File: src/hw/rtl/phx_pkg.sv
// ----------------------------------------------------------------------------
// phx_pkg: shared types and constants for the Philox4x32 block generator
// Holds the round multipliers, the key schedule increments, the register
// indexes of the configuration port and the four-word block type.
// ----------------------------------------------------------------------------
package phx_pkg;

	// Width of one counter or random word.
	localparam int unsigned WORD_W = 32;

	// Round multipliers applied to words 0 and 2.
	localparam logic [WORD_W-1:0] MUL_A = 32'hD2511F53;
	localparam logic [WORD_W-1:0] MUL_B = 32'hCD9E8D57;

	// Weyl increments that advance the two key words between rounds.
	localparam logic [WORD_W-1:0] WEYL_A = 32'h9E3779B9;
	localparam logic [WORD_W-1:0] WEYL_B = 32'hBB67AE85;

	// Configuration port.
	localparam int unsigned CFG_INDEX_W = 1;
	localparam int unsigned CFG_DATA_W  = WORD_W;

	typedef enum logic [CFG_INDEX_W-1:0] {
		REG_KEY_LOW  = 1'b0,
		REG_KEY_HIGH = 1'b1
	} cfg_reg_t;

	// Four words of state that travel down the rounds.
	typedef struct packed {
		logic [WORD_W-1:0] word3;
		logic [WORD_W-1:0] word2;
		logic [WORD_W-1:0] word1;
		logic [WORD_W-1:0] word0;
	} block_t;

	// Key offset of a given round, modulo 2^32; only ever called with constants.
	function automatic logic [WORD_W-1:0] round_key_offset(
		input logic [WORD_W-1:0] weyl,
		input int unsigned       round_idx
	);
		logic [2*WORD_W-1:0] prod;
		prod = 64'(weyl) * 64'(round_idx);
		return prod[WORD_W-1:0];
	endfunction

endpackage

File: src/hw/rtl/phx_round.sv
// ----------------------------------------------------------------------------
// phx_round: one Philox round as one pipeline stage
// Forms the two 32x32 products of the incoming block, mixes in the round key
// and registers the new block. A stage takes a new block whenever it is empty
// or its own block moves on in the same cycle.
// ----------------------------------------------------------------------------
module phx_round (
	input  logic           clk,
	input  logic           arst_n,
	input  logic           up_valid,
	input  phx_pkg::block_t up_block,
	output logic           up_ready,
	input  logic [31:0]    round_key0,
	input  logic [31:0]    round_key1,
	output logic           dn_valid,
	output phx_pkg::block_t dn_block,
	input  logic           dn_ready
);

	logic            valid_s1;
	phx_pkg::block_t block_s1;
	logic [63:0]     prod_a;
	logic [63:0]     prod_b;
	phx_pkg::block_t mixed;

	// The stage accepts when empty or when its block is being taken.
	assign up_ready = !valid_s1 || dn_ready;

	// Round function: multiply, swap, and fold in the high halves and key.
	always_comb begin
		prod_a       = 64'(phx_pkg::MUL_A) * 64'(up_block.word0);
		prod_b       = 64'(phx_pkg::MUL_B) * 64'(up_block.word2);
		mixed.word0  = prod_b[63:32] ^ up_block.word1 ^ round_key0;
		mixed.word1  = prod_b[31:0];
		mixed.word2  = prod_a[63:32] ^ up_block.word3 ^ round_key1;
		mixed.word3  = prod_a[31:0];
	end

	// Stage valid flag.
	always_ff @(posedge clk or negedge arst_n) begin
		if (!arst_n) begin
			valid_s1 <= 1'b0;
		end else if (up_ready) begin
			valid_s1 <= up_valid;
		end
	end

	// Stage payload; loaded only on a transfer in.
	always_ff @(posedge clk) begin
		if (up_ready && up_valid) begin
			block_s1 <= mixed;
		end
	end

	assign dn_valid = valid_s1;
	assign dn_block = block_s1;

endmodule

File: config.mk
export PLATFORM = sky130hd
export DESIGN_NAME = phx_round
export DESIGN_NICKNAME = d
export VERILOG_FILES = /design/src/hw/rtl/phx_pkg.sv /design/src/hw/rtl/phx_round.sv
export SDC_FILE = /design/constraint.sdc
export NUM_CORES = 2
export LEC_CHECK = 0
export BUFFER_PORTS_ARGS = -buffer_cell sky130_fd_sc_hd__clkbuf_2
export CORE_ASPECT_RATIO = 1.4
export CORE_UTILIZATION = 45
export DETAILED_ROUTE_END_ITERATION = 12
export GPL_TIMING_DRIVEN = 0
export PLACE_DENSITY = 0.73
export SLEW_MARGIN = 0
export SYNTH_ARGS = -nofsm -noshare
export SYNTH_HDL_FRONTEND = slang
export SYNTH_SLANG_ARGS = --single-unit
File: constraint.sdc
create_clock -name clk -period 5.3 [get_ports clk]
set_clock_uncertainty 0.1 [all_clocks]
set_input_delay 0.53 -clock clk [delete_from_list [all_inputs] [get_ports clk]]
set_output_delay 0.53 -clock clk [all_outputs]
set_load 0.03 [all_outputs]
[After elaboration in Yosys (flattened, before gate mapping)]
Cells that the tools add are included.
Word-level totals
  bits in registers: 129
  bits of input ports: 196
  output and inout bits: 130
  word-level logic and storage cells: 14
Cells by class
  $mul: 2
  bitwise gates (word level): 4
  reduce and logical (&&, ||, !) cells: 3
Operators with widths (count)
  $mul A32 B32 Y64 const A: 2
  $xor A32 B32 Y32: 4
  $logic_and A1 B1 Y1: 1
  $logic_not A1 Y1: 1
  $logic_or A1 B1 Y1: 1

[Depth between registers and ports, before layout]
  depth in word-level cells: 3
  depth in mapped cells: 29
  depth with buffers taken out: 28

[Worst setup path after synthesis]
OpenSTA, ideal clock, no wires.
  path type: input port to flip-flop
  start point: input port up_block[5] (netlist name)
  end point: register block_s1, in the netlist dn_block[88] (data pin)
  library setup time: 0.260 ns
  arrival time: 6.992 ns
  data required time: 4.940 ns
  slack: -2.052 ns
  stages: 26
  path buffers: 0
  cell sequence: inv_1 fa_1 inv_1 fa_1 fa_1 inv_1 fa_1 inv_1 fa_1 inv_1 fa_1 inv_1 fa_1 fa_1 ha_1 and4_1 a31o_2 a21oi_1 a211oi_4 a41oi_4 o21ai_2 a221oi_2 o31a_4 o21ba_4 o21ai_2 xnor2_1
RTL lines
  start: declaration: line phx_round.sv:11  | input phx_pkg::block_t up_block,
  end signal: assignment: line phx_round.sv:51  | block_s1 <= mixed;
  end: declaration: line phx_round.sv:21  | phx_pkg::block_t block_s1;

==> qor.yml <==
slowest_delay_ns: 0.65
synth-edff-count: 128
yosysWarnings: 0
hold_viol_final: 0
cp-start-kind: "primary input"
min_from: "up_valid"
synth_area_leaders: "fa_1 39%, ha_1 24%, inv_1 11%"
setup_viol: 97
rows: 130
pre_cts_slack_ns: -3.65
hp-class: "primary input to flip-flop"
remaining_drc_errors: 0
dpl.hpwl_um: 106000
dpl_cell_area_sq_um: 45300
timing.rr.start: "dn_valid$_DFFE_PN0N_"
maxSlewViolCount: 0
worst_slack_ns: -1.76
avgSynthCellArea_sq_um: 10.4
clk_pin_slew_ns: 0.06
holdWs_ns: 0.150
cts_made_buffers: 17
cp-end-kind: "flip-flop"
crit_required_ns: 5.46
dieArea_sq_um: 92700
setup_tns_ns: -110.47
cts_buffer_depth: 2
io_buffers: 325
synthToLayoutAreaGrowth_pct: 21.6
core_area_sq_um: 90100
synth_cell_types: 74
grt_pass1_wl_um: 186000
die_h_um: 360
regToRegSetupSlack_ns: 3.18
start_util: 0.457
yosysMostFrequentCell: "inv_1"
yosys_register_bits: 129
outcome: "finished with violations"
maxCapViolations: 0
fin_area_sq_um: 50000
gp_congestion: 0.972
cp_common_cell: "fa_1"
r2r_end: "dn_block[28]$_DFFE_PP_"
seq_area_frac_synth: 0.0940
violations: "negative setup slack"
synth_top_area_cell: "fa_1"
grt_overflow_total: 0
syn_inst: 3966
cts_root_buf: "clkbuf_16"
synth_top_area_share: 0.392
clock_latency_ns: 0.50
relSlewSlack: 0.429
firstDrtPassIters: 7
cts_sinks: 129
min_period_ns: 7.06
totalWireLength_um: 122000
min_path_cells: 2
wl_per_cell_um: 21.4
grt_antenna_before_repair: 6
syn_nets: 5771
first_global_vias: 32604
synthFlopType: "edfxtp_1"
slowest_stage: "fa_1"
cp_max_fo: 7
grt_max_degree: 56
route.vias.total: 29348
hold_end: "dn_valid$_DFFE_PN0N_"
die_x_um: 258
io_pins: 326
synthArstFlopShare: 0.00775
reg2regPathDepth: 4
grtUsageTotal: 0.270
synth.top_cells.by_count: "1237 x inv_1, 805 x fa_1, 804 x ha_1"
crit_type: "primary input to flip-flop"
rsz0062_at_grt: "true"
worst_pin_slew_ns: 0.854
fmax_mhz: 142
arrival_ns: 7.22
postRouteAntennaNets: 0
cts_tree: "done"
first_iter_violations: 1532
post-route-period-util: 1.33
viasPerCell: 5.15
drive_gt1_frac: 0.229
synth_area_sq_um: 41100
nNetsFinal: 6301
cts_htree_levels: 4
-- kinds of logic (layout without fill, tap and decap cells) --
kind of cell / count (synthesis) / after routing / synth area share
XOR/XNOR: 252 / 252 / 0.0536
other: 0 / 2 / 0
buffers and inverters: 1275 / 1818 / 0.116
multiplexers: 2 / 2 / 0.000487
flip-flops: 129 / 129 / 0.0940
AO/OA/AOI/OAI: 408 / 408 / 0.0650
adder cells (fa/ha/maj): 1609 / 1609 / 0.636
AND/OR/NAND/NOR: 291 / 291 / 0.0342
-- through the flow --
step	std cells	util
after floorplan	3966	-
after global placement	5479	0.502
after detailed placement	5481	0.502
after CTS	5606	0.538
after global routing	5698	0.555
final	5699	0.555
-- critical path, delay by kind of cell --
| family | cells | cell delay (ns) |
|---|---|---|
| AOI/OAI and AO/OA | 9 | 1.83 |
| and+or+nand+nor | 1 | 0.08 |
| buffers and inverters | 5 | 0.47 |
| adders and majority gates | 9 | 4.21 |
| xor gates and xnor gates | 1 | 0.08 |
-- cell usage in the layout (no fill, tap or decap), types with 15 or more instances in the layout --
| cell | count |
|---|---|
| a21o_1 | 63 |
| a21oi_1 | 83 |
| a21oi_2 | 41 |
| a21oi_4 | 24 |
| buf_4 | 153 |
| buf_6 | 40 |
| clkbuf_1 | 18 |
| clkbuf_16 | 35 |
| clkbuf_2 | 267 |
| clkbuf_8 | 20 |
| edfxtp_1 | 128 |
| fa_1 | 741 |
| fa_2 | 64 |
| ha_1 | 710 |
| ha_2 | 20 |
| ha_4 | 74 |
| inv_1 | 1157 |
| inv_2 | 66 |
| nand2_1 | 74 |
| nand3_1 | 20 |
| nand4_1 | 24 |
| nor2_1 | 55 |
| o21ai_0 | 30 |
| o21ai_1 | 15 |
| o21ai_2 | 22 |
| o21ai_4 | 15 |
| o21bai_1 | 22 |
| xnor2_1 | 197 |
| xor2_1 | 48 |
-- layer usage --
layer | global-route usage | vias to the layer above | wire (um)
met5 | 0 | - | 26
met4 | 0.156 | 4 | 8180
met3 | 0.0344 | 325 | 5620
met2 | 0.503 | 884 | 64800
met1 | 0.291 | 14797 | 43500
li1 | - | 13338 | -
-- sequential cells by signal, summed over array words and instances, names as in the netlist --
signal	count
dn_block	128
dn_valid	1
-- how the worst max path moves through the flow --
stage	start	to	depth (start not counted)
floorplan	up_block[6]	dn_block[88]$_DFFE_PP_	26
global placement	up_block[30]	dn_block[93]$_DFFE_PP_	27
finish	up_block[92]	dn_block[31]$_DFFE_PP_	25
CTS	up_block[76]	dn_block[31]$_DFFE_PP_	25
detailed placement	up_block[30]	dn_block[93]$_DFFE_PP_	27
global route	up_block[7]	dn_block[88]$_DFFE_PP_	28
-- final cells by class --
class | instances | area [sq um]
Antenna cell | 2 | 5.00
Fill cell | 7749 | 40100
Clock inverter | 12 | 134
Clock buffer | 20 | 457
Buffer | 30 | 201
Timing Repair Buffer | 519 | 4000
Multi-Input combinational cell | 2562 | 35200
Sequential cell | 129 | 3870
Tap cell | 1188 | 1490
Inverter | 1237 | 4710
-- timing repair --
item | in CTS | in global routing
buffers inserted | 98 | 102
hold buffers | 1 | 0
pin swaps | 172 | 194
endpoints found under the hold margin | 1 | 0
gates resized for setup | 387 | 218
setup endpoints to repair | 100 | 98
cloned | 0 | 0
Power is left out: the tool's default activity adds up to more than one toggle a clock period on the data nets, which glitch-free logic cannot reach.
